`src/design/mcr_pkg.sv`:
```
// Shared types and constants for the midpoint circle rasterizer.
// No dependencies; every other design file refers to it by scoped names.
package mcr_pkg;

    // Defaults for the top-level parameters
    localparam int MAX_SCREEN_DIM_DEF   = 4096;
    localparam int OFFSET_FRAC_BITS_DEF = 4;

    // Fixed field widths
    localparam int COORD_W   = 16;
    localparam int RADIUS_W  = 12;
    localparam int COLOR_W   = 32;
    localparam int STEP_W    = 13;
    localparam int DEC_W     = 16;
    localparam int DIM_W     = 13;
    localparam int SCROLL_W  = 20;
    localparam int PIX_W     = 12;
    localparam int ADDR_W    = 24;
    localparam int CFG_IDX_W = 2;
    localparam int CFG_DATA_W = 20;

    // Configuration register indexes
    localparam logic [CFG_IDX_W-1:0] CFG_SCREEN_WIDTH  = 2'd0;
    localparam logic [CFG_IDX_W-1:0] CFG_SCREEN_HEIGHT = 2'd1;
    localparam logic [CFG_IDX_W-1:0] CFG_SCROLL_X      = 2'd2;
    localparam logic [CFG_IDX_W-1:0] CFG_SCROLL_Y      = 2'd3;

    // Configuration reset values
    localparam logic [DIM_W-1:0] SCREEN_WIDTH_RST  = 13'd640;
    localparam logic [DIM_W-1:0] SCREEN_HEIGHT_RST = 13'd480;

    // Item opcodes
    localparam logic OP_START = 1'b0;
    localparam logic OP_STEP  = 1'b1;

    // Job queue between front and back
    localparam int QUEUE_DEPTH = 2;

    typedef struct packed {
        logic [DIM_W-1:0]           screen_width;
        logic [DIM_W-1:0]           screen_height;
        logic signed [SCROLL_W-1:0] scroll_x;
        logic signed [SCROLL_W-1:0] scroll_y;
    } mcr_cfg_t;

    // One job: either a null result or the eight octant points of a step
    typedef struct packed {
        logic                      is_null;
        logic                      done;
        logic                      lock;
        logic [COLOR_W-1:0]        color;
        logic signed [COORD_W-1:0] ctr_x;
        logic signed [COORD_W-1:0] ctr_y;
        logic signed [STEP_W-1:0]  step_u;
        logic signed [STEP_W-1:0]  step_v;
    } mcr_job_t;

endpackage

```
`src/design/midpoint_circle_rasterizer_unit.sv`:
```
// Top level of the midpoint circle rasterizer: configuration registers,
// front end, job queue and point generator. Depends on mcr_pkg and submodules.
//
// Usage:
//   Input channel (in_valid / in_stall) takes one item per cycle unless
//   stalled: op = start loads a circle, op = step advances it by one octant
//   step. Output channel (out_valid / out_stall) carries one point per cycle
//   unless stalled; last_of_step marks the final result of an item,
//   circle_done tells the sender to stop stepping. A visible start or an
//   active step gives eight results, one per cycle unless the output stalls;
//   the point generator walks the octants through a single placement and
//   address path. A culled start or a step while idle gives one result.
//   An accepted item passes the queue, point select, place and clip, and the
//   address multiply and output register on its way to its first result.
//   The front end runs ahead by up to two queued jobs; in_stall rises when
//   the queue is full. When the receiver stalls, the output register holds
//   and the pipeline fills, then the queue, then in_stall asserts.
//   Configuration writes (cfg_wr_en, cfg_index, cfg_data) take effect at once
//   and are meant for idle periods only.
//   Reset clears the circle state, restores 640x480 with zero scroll, and
//   empties the pipeline.
module midpoint_circle_rasterizer_unit #(
    parameter int MAX_SCREEN_DIM   = mcr_pkg::MAX_SCREEN_DIM_DEF,
    parameter int OFFSET_FRAC_BITS = mcr_pkg::OFFSET_FRAC_BITS_DEF
) (
    input  logic                                clk,
    input  logic                                rst_n,
    input  logic                                cfg_wr_en,
    input  logic [mcr_pkg::CFG_IDX_W-1:0]       cfg_index,
    input  logic [mcr_pkg::CFG_DATA_W-1:0]      cfg_data,
    input  logic                                in_valid,
    output logic                                in_stall,
    input  logic                                op,
    input  logic signed [mcr_pkg::COORD_W-1:0]  center_x,
    input  logic signed [mcr_pkg::COORD_W-1:0]  center_y,
    input  logic [mcr_pkg::RADIUS_W-1:0]        circle_radius,
    input  logic [mcr_pkg::COLOR_W-1:0]         pen_color,
    input  logic                                lock_to_screen,
    output logic                                out_valid,
    input  logic                                out_stall,
    output logic [mcr_pkg::PIX_W-1:0]           pixel_x,
    output logic [mcr_pkg::PIX_W-1:0]           pixel_y,
    output logic [mcr_pkg::ADDR_W-1:0]          pixel_addr,
    output logic [mcr_pkg::COLOR_W-1:0]         pixel_color,
    output logic                                write_enable,
    output logic                                last_of_step,
    output logic                                circle_done
);

    mcr_pkg::mcr_cfg_t cfg_reg, cfg_next;
    mcr_pkg::mcr_job_t push_job, head;
    logic              job_push, job_full, pop, head_valid;

    // Decode configuration writes
    always_comb
    begin
        cfg_next = cfg_reg;
        if (cfg_wr_en)
        begin
            unique case (cfg_index)
                mcr_pkg::CFG_SCREEN_WIDTH:  cfg_next.screen_width  = cfg_data[mcr_pkg::DIM_W-1:0];
                mcr_pkg::CFG_SCREEN_HEIGHT: cfg_next.screen_height = cfg_data[mcr_pkg::DIM_W-1:0];
                mcr_pkg::CFG_SCROLL_X:      cfg_next.scroll_x      = $signed(cfg_data);
                mcr_pkg::CFG_SCROLL_Y:      cfg_next.scroll_y      = $signed(cfg_data);
                default:                    cfg_next = cfg_reg;
            endcase
        end
    end

    // Hold configuration
    always_ff @(posedge clk or negedge rst_n)
    begin
        if (!rst_n)
        begin
            cfg_reg.screen_width  <= mcr_pkg::SCREEN_WIDTH_RST;
            cfg_reg.screen_height <= mcr_pkg::SCREEN_HEIGHT_RST;
            cfg_reg.scroll_x      <= '0;
            cfg_reg.scroll_y      <= '0;
        end
        else
        begin
            cfg_reg <= cfg_next;
        end
    end

    mcr_front #(
        .OFFSET_FRAC_BITS(OFFSET_FRAC_BITS)
    ) u_front (
        .clk            (clk),
        .rst_n          (rst_n),
        .cfg            (cfg_reg),
        .in_valid       (in_valid),
        .in_stall       (in_stall),
        .op             (op),
        .center_x       (center_x),
        .center_y       (center_y),
        .circle_radius  (circle_radius),
        .pen_color      (pen_color),
        .lock_to_screen (lock_to_screen),
        .job            (push_job),
        .job_push       (job_push),
        .job_full       (job_full)
    );

    mcr_queue u_queue (
        .clk        (clk),
        .rst_n      (rst_n),
        .push       (job_push),
        .push_job   (push_job),
        .full       (job_full),
        .pop        (pop),
        .head       (head),
        .head_valid (head_valid)
    );

    mcr_back #(
        .MAX_SCREEN_DIM  (MAX_SCREEN_DIM),
        .OFFSET_FRAC_BITS(OFFSET_FRAC_BITS)
    ) u_back (
        .clk          (clk),
        .rst_n        (rst_n),
        .cfg          (cfg_reg),
        .head         (head),
        .head_valid   (head_valid),
        .pop          (pop),
        .out_valid    (out_valid),
        .out_stall    (out_stall),
        .pixel_x      (pixel_x),
        .pixel_y      (pixel_y),
        .pixel_addr   (pixel_addr),
        .pixel_color  (pixel_color),
        .write_enable (write_enable),
        .last_of_step (last_of_step),
        .circle_done  (circle_done)
    );

endmodule

```
`src/design/mcr_front.sv`:
```
// Front end: accepts items, runs the cull test and the midpoint step,
// and pushes one job per item into the queue. Depends on mcr_pkg.
module mcr_front #(
    parameter int OFFSET_FRAC_BITS = mcr_pkg::OFFSET_FRAC_BITS_DEF
) (
    input  logic                                clk,
    input  logic                                rst_n,
    input  mcr_pkg::mcr_cfg_t                   cfg,
    input  logic                                in_valid,
    output logic                                in_stall,
    input  logic                                op,
    input  logic signed [mcr_pkg::COORD_W-1:0]  center_x,
    input  logic signed [mcr_pkg::COORD_W-1:0]  center_y,
    input  logic [mcr_pkg::RADIUS_W-1:0]        circle_radius,
    input  logic [mcr_pkg::COLOR_W-1:0]         pen_color,
    input  logic                                lock_to_screen,
    output mcr_pkg::mcr_job_t                   job,
    output logic                                job_push,
    input  logic                                job_full
);

    localparam int CW = 22 + OFFSET_FRAC_BITS;

    logic                                active_reg, active_next;
    logic signed [mcr_pkg::COORD_W-1:0]  ctr_x_reg, ctr_x_next;
    logic signed [mcr_pkg::COORD_W-1:0]  ctr_y_reg, ctr_y_next;
    logic signed [mcr_pkg::STEP_W-1:0]   u_reg, u_next;
    logic signed [mcr_pkg::STEP_W-1:0]   v_reg, v_next;
    logic signed [mcr_pkg::DEC_W-1:0]    dec_reg, dec_next;
    logic [mcr_pkg::COLOR_W-1:0]         color_reg, color_next;
    logic                                lock_reg, lock_next;

    logic                                accept;
    logic signed [17:0]                  xp, xm, yp, ym;
    logic signed [CW-1:0]                xp_s, xm_s, yp_s, ym_s;
    logic signed [CW-1:0]                sx_w, sy_w, wlim, hlim;
    logic                                culled;
    logic signed [mcr_pkg::STEP_W-1:0]   u1, v1;
    logic                                dec_pos;
    logic signed [mcr_pkg::DEC_W-1:0]    u1_w, v1_w, dec1, dec_start;
    logic                                step_done;
    mcr_pkg::mcr_job_t                   null_job;

    assign in_stall = job_full;
    assign accept   = in_valid && !job_full;
    assign job_push = accept;

    // Cull bounds: center plus and minus radius, in offset fixed point
    always_comb
    begin
        xp = $signed({{2{center_x[15]}}, center_x}) + $signed({6'b0, circle_radius});
        xm = $signed({{2{center_x[15]}}, center_x}) - $signed({6'b0, circle_radius});
        yp = $signed({{2{center_y[15]}}, center_y}) + $signed({6'b0, circle_radius});
        ym = $signed({{2{center_y[15]}}, center_y}) - $signed({6'b0, circle_radius});
        sx_w = {{(CW-mcr_pkg::SCROLL_W){cfg.scroll_x[mcr_pkg::SCROLL_W-1]}}, cfg.scroll_x};
        sy_w = {{(CW-mcr_pkg::SCROLL_W){cfg.scroll_y[mcr_pkg::SCROLL_W-1]}}, cfg.scroll_y};
        wlim = $signed({{(CW-mcr_pkg::DIM_W){1'b0}}, cfg.screen_width}) <<< OFFSET_FRAC_BITS;
        hlim = $signed({{(CW-mcr_pkg::DIM_W){1'b0}}, cfg.screen_height}) <<< OFFSET_FRAC_BITS;
        xp_s = ($signed({{(CW-18){xp[17]}}, xp}) <<< OFFSET_FRAC_BITS) + sx_w;
        xm_s = ($signed({{(CW-18){xm[17]}}, xm}) <<< OFFSET_FRAC_BITS) + sx_w;
        yp_s = ($signed({{(CW-18){yp[17]}}, yp}) <<< OFFSET_FRAC_BITS) + sy_w;
        ym_s = ($signed({{(CW-18){ym[17]}}, ym}) <<< OFFSET_FRAC_BITS) + sy_w;
        culled = (xp_s < 0) || (xm_s > wlim) || (yp_s < 0) || (ym_s > hlim);
    end

    // Midpoint step: advance u, maybe drop v, update the decision term
    always_comb
    begin
        u1      = u_reg + 13'sd1;
        dec_pos = dec_reg > 16'sd0;
        v1      = dec_pos ? (v_reg - 13'sd1) : v_reg;
        u1_w    = {{(mcr_pkg::DEC_W-mcr_pkg::STEP_W){u1[mcr_pkg::STEP_W-1]}}, u1};
        v1_w    = {{(mcr_pkg::DEC_W-mcr_pkg::STEP_W){v1[mcr_pkg::STEP_W-1]}}, v1};
        if (dec_pos)
        begin
            dec1 = dec_reg + ((u1_w - v1_w) <<< 2) + 16'sd10;
        end
        else
        begin
            dec1 = dec_reg + (u1_w <<< 2) + 16'sd6;
        end
        step_done = v1 < u1;
        dec_start = 16'sd3 - $signed({3'b0, circle_radius, 1'b0});
    end

    // Build the job and the next state
    always_comb
    begin
        null_job         = '0;
        null_job.is_null = 1'b1;
        null_job.done    = 1'b1;

        active_next = active_reg;
        ctr_x_next  = ctr_x_reg;
        ctr_y_next  = ctr_y_reg;
        u_next      = u_reg;
        v_next      = v_reg;
        dec_next    = dec_reg;
        color_next  = color_reg;
        lock_next   = lock_reg;
        job         = null_job;

        if (op == mcr_pkg::OP_START)
        begin
            if (culled)
            begin
                active_next = 1'b0;
            end
            else
            begin
                active_next = 1'b1;
                ctr_x_next  = center_x;
                ctr_y_next  = center_y;
                u_next      = '0;
                v_next      = $signed({1'b0, circle_radius});
                dec_next    = dec_start;
                color_next  = pen_color;
                lock_next   = lock_to_screen;
                job.is_null = 1'b0;
                job.done    = 1'b0;
                job.lock    = lock_to_screen;
                job.color   = pen_color;
                job.ctr_x   = center_x;
                job.ctr_y   = center_y;
                job.step_u  = '0;
                job.step_v  = $signed({1'b0, circle_radius});
            end
        end
        else if (active_reg)
        begin
            active_next = !step_done;
            u_next      = u1;
            v_next      = v1;
            dec_next    = dec1;
            job.is_null = 1'b0;
            job.done    = step_done;
            job.lock    = lock_reg;
            job.color   = color_reg;
            job.ctr_x   = ctr_x_reg;
            job.ctr_y   = ctr_y_reg;
            job.step_u  = u1;
            job.step_v  = v1;
        end
    end

    // Hold circle state; update on each accepted item
    always_ff @(posedge clk or negedge rst_n)
    begin
        if (!rst_n)
        begin
            active_reg <= 1'b0;
            ctr_x_reg  <= '0;
            ctr_y_reg  <= '0;
            u_reg      <= '0;
            v_reg      <= '0;
            dec_reg    <= '0;
            color_reg  <= '0;
            lock_reg   <= 1'b0;
        end
        else if (accept)
        begin
            active_reg <= active_next;
            ctr_x_reg  <= ctr_x_next;
            ctr_y_reg  <= ctr_y_next;
            u_reg      <= u_next;
            v_reg      <= v_next;
            dec_reg    <= dec_next;
            color_reg  <= color_next;
            lock_reg   <= lock_next;
        end
    end

`ifndef NO_ASSERTIONS
    a_done_goes_idle: assert property (@(posedge clk) disable iff (!rst_n)
        accept && op == mcr_pkg::OP_STEP && active_reg && step_done |=> !active_reg)
        else $error("circle still active after its final step");

    a_start_loads: assert property (@(posedge clk) disable iff (!rst_n)
        accept && op == mcr_pkg::OP_START && !culled |=> active_reg && u_reg == 13'sd0)
        else $error("visible start did not load the circle");
`endif

endmodule

```
`src/design/mcr_queue.sv`:
```
// Short job queue between the front end and the point generator.
// Depends on mcr_pkg for the job type and depth.
module mcr_queue (
    input  logic              clk,
    input  logic              rst_n,
    input  logic              push,
    input  mcr_pkg::mcr_job_t push_job,
    output logic              full,
    input  logic              pop,
    output mcr_pkg::mcr_job_t head,
    output logic              head_valid
);

    localparam int QAW = (mcr_pkg::QUEUE_DEPTH > 1) ? $clog2(mcr_pkg::QUEUE_DEPTH) : 1;

    mcr_pkg::mcr_job_t mem_reg [mcr_pkg::QUEUE_DEPTH];
    logic [QAW-1:0]    wr_ptr_reg, wr_ptr_next;
    logic [QAW-1:0]    rd_ptr_reg, rd_ptr_next;
    logic [QAW:0]      count_reg, count_next;

    assign full       = count_reg == (QAW+1)'(mcr_pkg::QUEUE_DEPTH);
    assign head_valid = count_reg != '0;
    assign head       = mem_reg[rd_ptr_reg];

    // Advance pointers with wrap and track the fill level
    always_comb
    begin
        wr_ptr_next = wr_ptr_reg;
        rd_ptr_next = rd_ptr_reg;
        if (push)
        begin
            wr_ptr_next = (wr_ptr_reg == QAW'(mcr_pkg::QUEUE_DEPTH - 1)) ? '0 : wr_ptr_reg + 1'b1;
        end
        if (pop)
        begin
            rd_ptr_next = (rd_ptr_reg == QAW'(mcr_pkg::QUEUE_DEPTH - 1)) ? '0 : rd_ptr_reg + 1'b1;
        end
        count_next = count_reg + (QAW+1)'(push) - (QAW+1)'(pop);
    end

    always_ff @(posedge clk or negedge rst_n)
    begin
        if (!rst_n)
        begin
            wr_ptr_reg <= '0;
            rd_ptr_reg <= '0;
            count_reg  <= '0;
        end
        else
        begin
            wr_ptr_reg <= wr_ptr_next;
            rd_ptr_reg <= rd_ptr_next;
            count_reg  <= count_next;
        end
    end

    // Store the pushed job
    always_ff @(posedge clk)
    begin
        if (push)
        begin
            mem_reg[wr_ptr_reg] <= push_job;
        end
    end

`ifndef NO_ASSERTIONS
    a_no_overfill: assert property (@(posedge clk) disable iff (!rst_n)
        count_reg <= (QAW+1)'(mcr_pkg::QUEUE_DEPTH))
        else $error("job queue overfilled");

    a_pop_nonempty: assert property (@(posedge clk) disable iff (!rst_n)
        pop |-> head_valid)
        else $error("job popped from empty queue");
`endif

endmodule

```
`src/design/mcr_back.sv`:
```
// Point generator: walks the eight octant points of a non-null job, applies the
// scroll offset, clips, and forms the framebuffer address. Depends on mcr_pkg.
module mcr_back #(
    parameter int MAX_SCREEN_DIM   = mcr_pkg::MAX_SCREEN_DIM_DEF,
    parameter int OFFSET_FRAC_BITS = mcr_pkg::OFFSET_FRAC_BITS_DEF
) (
    input  logic                         clk,
    input  logic                         rst_n,
    input  mcr_pkg::mcr_cfg_t            cfg,
    input  mcr_pkg::mcr_job_t            head,
    input  logic                         head_valid,
    output logic                         pop,
    output logic                         out_valid,
    input  logic                         out_stall,
    output logic [mcr_pkg::PIX_W-1:0]    pixel_x,
    output logic [mcr_pkg::PIX_W-1:0]    pixel_y,
    output logic [mcr_pkg::ADDR_W-1:0]   pixel_addr,
    output logic [mcr_pkg::COLOR_W-1:0]  pixel_color,
    output logic                         write_enable,
    output logic                         last_of_step,
    output logic                         circle_done
);

    localparam int DW = $clog2(MAX_SCREEN_DIM + 1);
    localparam int PW = 21 + OFFSET_FRAC_BITS;
    localparam logic signed [PW-1:0] BIAS = PW'((64'sd1 <<< OFFSET_FRAC_BITS) - 64'sd1);

    // Point counter within the current job
    logic [2:0]                   k_reg, k_next;

    // Stage P: selected point
    logic                         p_valid_reg;
    logic signed [17:0]           p_x_reg, p_y_reg;
    logic                         p_lock_reg, p_null_reg, p_last_reg, p_done_reg;
    logic [mcr_pkg::COLOR_W-1:0]  p_color_reg;

    // Stage C: placed and clipped point
    logic                         c_valid_reg;
    logic [DW-1:0]                c_x_reg, c_y_reg;
    logic                         c_on_reg, c_last_reg, c_done_reg;
    logic [mcr_pkg::COLOR_W-1:0]  c_color_reg;

    // Stage O: output register
    logic                         o_valid_reg;
    logic [mcr_pkg::PIX_W-1:0]    o_x_reg, o_y_reg;
    logic [mcr_pkg::ADDR_W-1:0]   o_addr_reg;
    logic [mcr_pkg::COLOR_W-1:0]  o_color_reg;
    logic                         o_on_reg, o_last_reg, o_done_reg;

    logic                         o_ready, c_ready, p_ready, take;
    logic [DW-1:0]                w_eff, h_eff;
    logic signed [mcr_pkg::STEP_W-1:0] sel_a, sel_b;
    logic signed [17:0]           a_w, b_w, px, py;
    logic signed [PW-1:0]         x_pl, y_pl, w_cmp, h_cmp;
    logic                         on;
    logic [2*DW-1:0]              prod;
    logic [2*DW:0]                addr_full;

    // Offset, truncate toward zero; locked points pass unchanged
    function automatic logic signed [PW-1:0] place(
        input logic signed [17:0]                 p,
        input logic signed [mcr_pkg::SCROLL_W-1:0] off,
        input logic                               lock
    );
        logic signed [PW-1:0] pe;
        logic signed [PW-1:0] s;
        pe = {{(PW-18){p[17]}}, p};
        s  = (pe <<< OFFSET_FRAC_BITS)
             + {{(PW-mcr_pkg::SCROLL_W){off[mcr_pkg::SCROLL_W-1]}}, off};
        if (s < 0)
        begin
            s = s + BIAS;
        end
        return lock ? pe : (s >>> OFFSET_FRAC_BITS);
    endfunction

    // Clamp screen dimensions to the supported maximum
    assign w_eff = ({19'b0, cfg.screen_width} > 32'(MAX_SCREEN_DIM))
                   ? DW'(MAX_SCREEN_DIM) : DW'(cfg.screen_width);
    assign h_eff = ({19'b0, cfg.screen_height} > 32'(MAX_SCREEN_DIM))
                   ? DW'(MAX_SCREEN_DIM) : DW'(cfg.screen_height);

    // Ready chain from the output back to the queue
    assign o_ready = !o_valid_reg || !out_stall;
    assign c_ready = !c_valid_reg || o_ready;
    assign p_ready = !p_valid_reg || c_ready;
    assign take    = head_valid && p_ready;
    assign pop     = take && (head.is_null || k_reg == 3'd7);

    // Select octant point: bit 2 swaps u and v, bits 0 and 1 negate
    always_comb
    begin
        sel_a = k_reg[2] ? head.step_v : head.step_u;
        sel_b = k_reg[2] ? head.step_u : head.step_v;
        a_w   = {{(18-mcr_pkg::STEP_W){sel_a[mcr_pkg::STEP_W-1]}}, sel_a};
        b_w   = {{(18-mcr_pkg::STEP_W){sel_b[mcr_pkg::STEP_W-1]}}, sel_b};
        px    = {{2{head.ctr_x[15]}}, head.ctr_x} + (k_reg[0] ? -a_w : a_w);
        py    = {{2{head.ctr_y[15]}}, head.ctr_y} + (k_reg[1] ? -b_w : b_w);
        k_next = k_reg;
        if (take)
        begin
            k_next = pop ? 3'd0 : k_reg + 3'd1;
        end
    end

    // Place and clip the point held in stage P
    always_comb
    begin
        x_pl  = place(p_x_reg, cfg.scroll_x, p_lock_reg);
        y_pl  = place(p_y_reg, cfg.scroll_y, p_lock_reg);
        w_cmp = $signed({{(PW-DW){1'b0}}, w_eff});
        h_cmp = $signed({{(PW-DW){1'b0}}, h_eff});
        on    = !p_null_reg && (x_pl >= 0) && (x_pl < w_cmp) && (y_pl >= 0) && (y_pl < h_cmp);
    end

    // Address: column plus row times width
    assign prod      = c_y_reg * w_eff;
    assign addr_full = {1'b0, prod} + {{(DW+1){1'b0}}, c_x_reg};

    // Pipeline valid bits and counter
    always_ff @(posedge clk or negedge rst_n)
    begin
        if (!rst_n)
        begin
            k_reg       <= '0;
            p_valid_reg <= 1'b0;
            c_valid_reg <= 1'b0;
            o_valid_reg <= 1'b0;
        end
        else
        begin
            k_reg <= k_next;
            if (p_ready)
            begin
                p_valid_reg <= head_valid;
            end
            if (c_ready)
            begin
                c_valid_reg <= p_valid_reg;
            end
            if (o_ready)
            begin
                o_valid_reg <= c_valid_reg;
            end
        end
    end

    // Pipeline payload
    always_ff @(posedge clk)
    begin
        if (take)
        begin
            p_x_reg     <= px;
            p_y_reg     <= py;
            p_lock_reg  <= head.lock;
            p_null_reg  <= head.is_null;
            p_last_reg  <= head.is_null || k_reg == 3'd7;
            p_done_reg  <= head.done;
            p_color_reg <= head.color;
        end
        if (c_ready && p_valid_reg)
        begin
            c_x_reg     <= on ? x_pl[DW-1:0] : '0;
            c_y_reg     <= on ? y_pl[DW-1:0] : '0;
            c_on_reg    <= on;
            c_last_reg  <= p_last_reg;
            c_done_reg  <= p_done_reg;
            c_color_reg <= p_color_reg;
        end
        if (o_ready && c_valid_reg)
        begin
            o_x_reg     <= mcr_pkg::PIX_W'(c_x_reg);
            o_y_reg     <= mcr_pkg::PIX_W'(c_y_reg);
            o_addr_reg  <= c_on_reg ? mcr_pkg::ADDR_W'(addr_full) : '0;
            o_on_reg    <= c_on_reg;
            o_last_reg  <= c_last_reg;
            o_done_reg  <= c_done_reg;
            o_color_reg <= c_color_reg;
        end
    end

    assign out_valid    = o_valid_reg;
    assign pixel_x      = o_x_reg;
    assign pixel_y      = o_y_reg;
    assign pixel_addr   = o_addr_reg;
    assign pixel_color  = o_color_reg;
    assign write_enable = o_on_reg;
    assign last_of_step = o_last_reg;
    assign circle_done  = o_done_reg;

`ifndef NO_ASSERTIONS
    a_clip_inside: assert property (@(posedge clk) disable iff (!rst_n)
        c_valid_reg && c_on_reg |-> (c_x_reg < w_eff) && (c_y_reg < h_eff))
        else $error("visible point outside the clip window");

    a_count_on_octant_job: assert property (@(posedge clk) disable iff (!rst_n)
        k_reg != 3'd0 |-> head_valid && !head.is_null)
        else $error("point counter running without an octant job");
`endif

endmodule

```
`config.mk`:
```
export PLATFORM = sky130hd
export DESIGN_NAME = midpoint_circle_rasterizer_unit
export DESIGN_NICKNAME = d
export VERILOG_FILES = /design/src/design/mcr_pkg.sv /design/src/design/midpoint_circle_rasterizer_unit.sv /design/src/design/mcr_front.sv /design/src/design/mcr_queue.sv /design/src/design/mcr_back.sv
export SDC_FILE = /design/constraint.sdc
export NUM_CORES = 2
export LEC_CHECK = 0
export BUFFER_PORTS_ARGS = -buffer_cell sky130_fd_sc_hd__buf_2
export CORE_MARGIN = 2
export CORE_UTILIZATION = 45
export DETAILED_ROUTE_END_ITERATION = 16
export GPL_TIMING_DRIVEN = 0
export SLEW_MARGIN = 30
export SYNTH_ARGS = -nofsm -noshare
export SYNTH_HDL_FRONTEND = slang
export SYNTH_SLANG_ARGS = --single-unit
```
`constraint.sdc`:
```
create_clock -name clk -period 7.9 [get_ports clk]
set_input_delay 0 -clock clk [delete_from_list [all_inputs] [get_ports clk]]
set_output_delay 0 -clock clk [all_outputs]
set_load 0.01 [all_outputs]
```
==> metrics <==
Worst-Skew Late Latency 0.63 ns; slack of the worst reg-to-reg path 0.51 ns; DRT Pass-1 Iters 5; Final period util 93.9%; Placer Congestion 0.920; Hold Crit Class in -> reg; Routed WL 115,000 um; RSZ-0062 raised after global routing no; net count after synthesis 4,371; Finished Cell Area 46,900 um2; CP Data Arrival Time 7.73 ns; num rows 110; maxcap violations 0; VDD IR max 0.000619 V; share of layout cells above drive strength 1 13.9%; post-CTS setup buffer count 0; NumNets Final 4,745; Routed Antenna Nets 0; Setup crit end kind flip-flop; Mean Syn Cell Area 10.9 um2; top cell type's share of synthesized area 29.6%; Final Hold Vio Count 0; DP HPWL 90,000 um; clock sinks 586; cell area power density 441 nW/um2; WL/cell 21.5 um; Final Critical Period 7.42 ns; highest-delay cell along the critical path or4_1; die width 305 um; Synth async-reset ratio 31.4%; Reg clk slew, reported paths 0.06 ns; I/O Pins 190; Worst Max-Slew Pin Slew 1.02 ns; critical setup path kind in -> reg; CTS Buf Count 67; DIE AREA 93,000 um2; Ys Warns 0; Setup Total Neg Slack 0 ns; max-slew violations 0; CP startpoint kind input pin; overall routing resource usage 24.6%; clk buf depth 3; post-place instance area 43,600 um2; 1st-iter DRT viols 2,215; Max-slew headroom 31.6%; Clock Skew 0.0357 ns; # H-tree levels 3; Static Leak 20.3 nW; top cells by count, synth edfxtp_1 (402), ha_1 (389), inv_1 (320); gr ovfl total 0; Hold WS 0.0135 ns; initial antenna violation count 12; Synth Register Bits 586; Initial Utilization 45.4%; library cells used by synthesis 87; Via Count 29,779; max incr delay on CP 0.54 ns; Cell Area, Synth 40,800 um2; post-synth top area cell edfxtp_1; Die Y 305 um; largest net degree at the start of global routing 63; CTS tree built; fin util 52.2%; vias in the first global route 29,441; via/cell ratio 5.58; DRC 0; Fmax 135 MHz; area grow syn2layout 15.0%; core area 89,900 um2; Crit Path Max Fanout 10; global-route wire length before repair 174,000 um; CTS root buf clkbuf_16; max reg flops 186; Cells after Synth 3,735; status finished clean; I/O Buffers 182; Final Setup Violations 0; Seq/Total Area, Yosys 40.9%; CP most frequent cell a21oi_1; count leader, synth edfxtp_1; Most used DFF post-synth edfxtp_1; EDFF count, synth 402; top cells by area, synth edfxtp_1 (30%), ha_1 (12%), dfrtp_1 (11%), fa_1 (7.0%), mux2_2 (5.1%); Crit path required time 8.22 ns
==> power by group <==
| group | internal (mW) | switching (mW) | leakage, nW |
|---|---|---|---|
| Combinational | 5.15 | 7.03 | 13.0 |
| Sequential | 4.76 | 0.612 | 6.20 |
| Clock | 1.81 | 1.31 | 1.07 |
| Total | 11.7 | 8.95 | 20.3 |
==> metrics by stage <==
step	instances	setup WS [ns]	total power [mW]
final	5339	0.484	20.7
after global routing	5339	0.00864	22.6
after CTS	5338	0.0292	20.8
after detailed placement	5111	-0.791	17.5
after global placement	5093	-3.29	17.3
after floorplan	3735	0.765	14.3
==> cell usage in the layout, fill, tap and decap left out, drive strengths merged, types with 73 or more instances in the layout <==
| cell | count |
|---|---|
| edfxtp | 402 |
| ha | 389 |
| inv | 327 |
| nand2 | 275 |
| buf | 212 |
| nor2 | 210 |
| clkbuf | 207 |
| o21ai | 188 |
| mux2 | 185 |
| dfrtp | 178 |
| xnor2 | 168 |
| a21oi | 156 |
| fa | 142 |
| dlygate4sd3 | 104 |
| and3 | 95 |
| xor2 | 80 |
| a22o | 79 |
| nand3 | 73 |
==> layout make-up <==
class                           count  area [um2]
Timing Repair Buffer              305        2380
Fill cell                        8034       43000
Tap cell                         1176        1470
Antenna cell                        1        2.50
Sequential cell                   586       16700
Clock inverter                     32         339
Clock buffer                       90        1830
Inverter                          322        1210
Multi-Input combinational cell   2698       22400
Buffer                            129         522
==> cell families after synthesis <==
group	after synthesis	share of synthesized area [%]
compound gates	735	12.2
xor+xnor	248	5.33
fa+ha+maj	531	18.9
buf+inv	451	4.20
flops	586	40.9
mux	228	6.96
simple gates	956	11.5
==> worst max-delay path: cells and delay by family <==
| family | cells | cell delay (ns) |
|---|---|---|
| AOI/OAI and AO/OA | 13 | 2.56 |
| adders and majority gates | 3 | 0.98 |
| buffers and inverters | 5 | 1.72 |
| and+or+nand+nor | 9 | 2.43 |
==> what timing repair did <==
action | 4_1_cts | 5_1_grt
endpoints found under the hold margin | 426 | 0
setup endpoints to repair | 40 | 136
hold buffers | 105 | 0
gates resized for setup | 1 | 22
==> path summary, 6_finish.rpt <==
kind / from / to / cells after the start
worst min-delay path: center_y[14] / u_front.ctr_y_reg[14]$_DFFE_PN0P_ / 2
worst max register to register: cfg_reg[65]$_DFFE_PN0P_ / u_back.pixel_addr[23]$_SDFFCE_PN0P_ / 24
worst max-delay path: center_y[1] / u_queue.mem_reg[0][91]$_DFFE_PP_ / 30
min in group asynchronous: rst_n / cfg_reg[46]$_DFFE_PN1P_ / 3
worst min register to register: u_back.c_color_reg[30]$_DFFE_PP_ / u_back.pixel_color[30]$_DFFE_PP_ / 0
max in group asynchronous: rst_n / u_front.ctr_y_reg[8]$_DFFE_PN0P_ / 5
==> routing by layer <==
metal	track usage [%]	up-vias	part of all wire, %
met4	9.99	20	4.5
met1	31.2	14478	42
li1	-	14220	-
met5	0	-	0.11
met3	3.38	214	5.1
met2	42.2	847	48
Note: power is estimated with default switching activity, not from simulation.
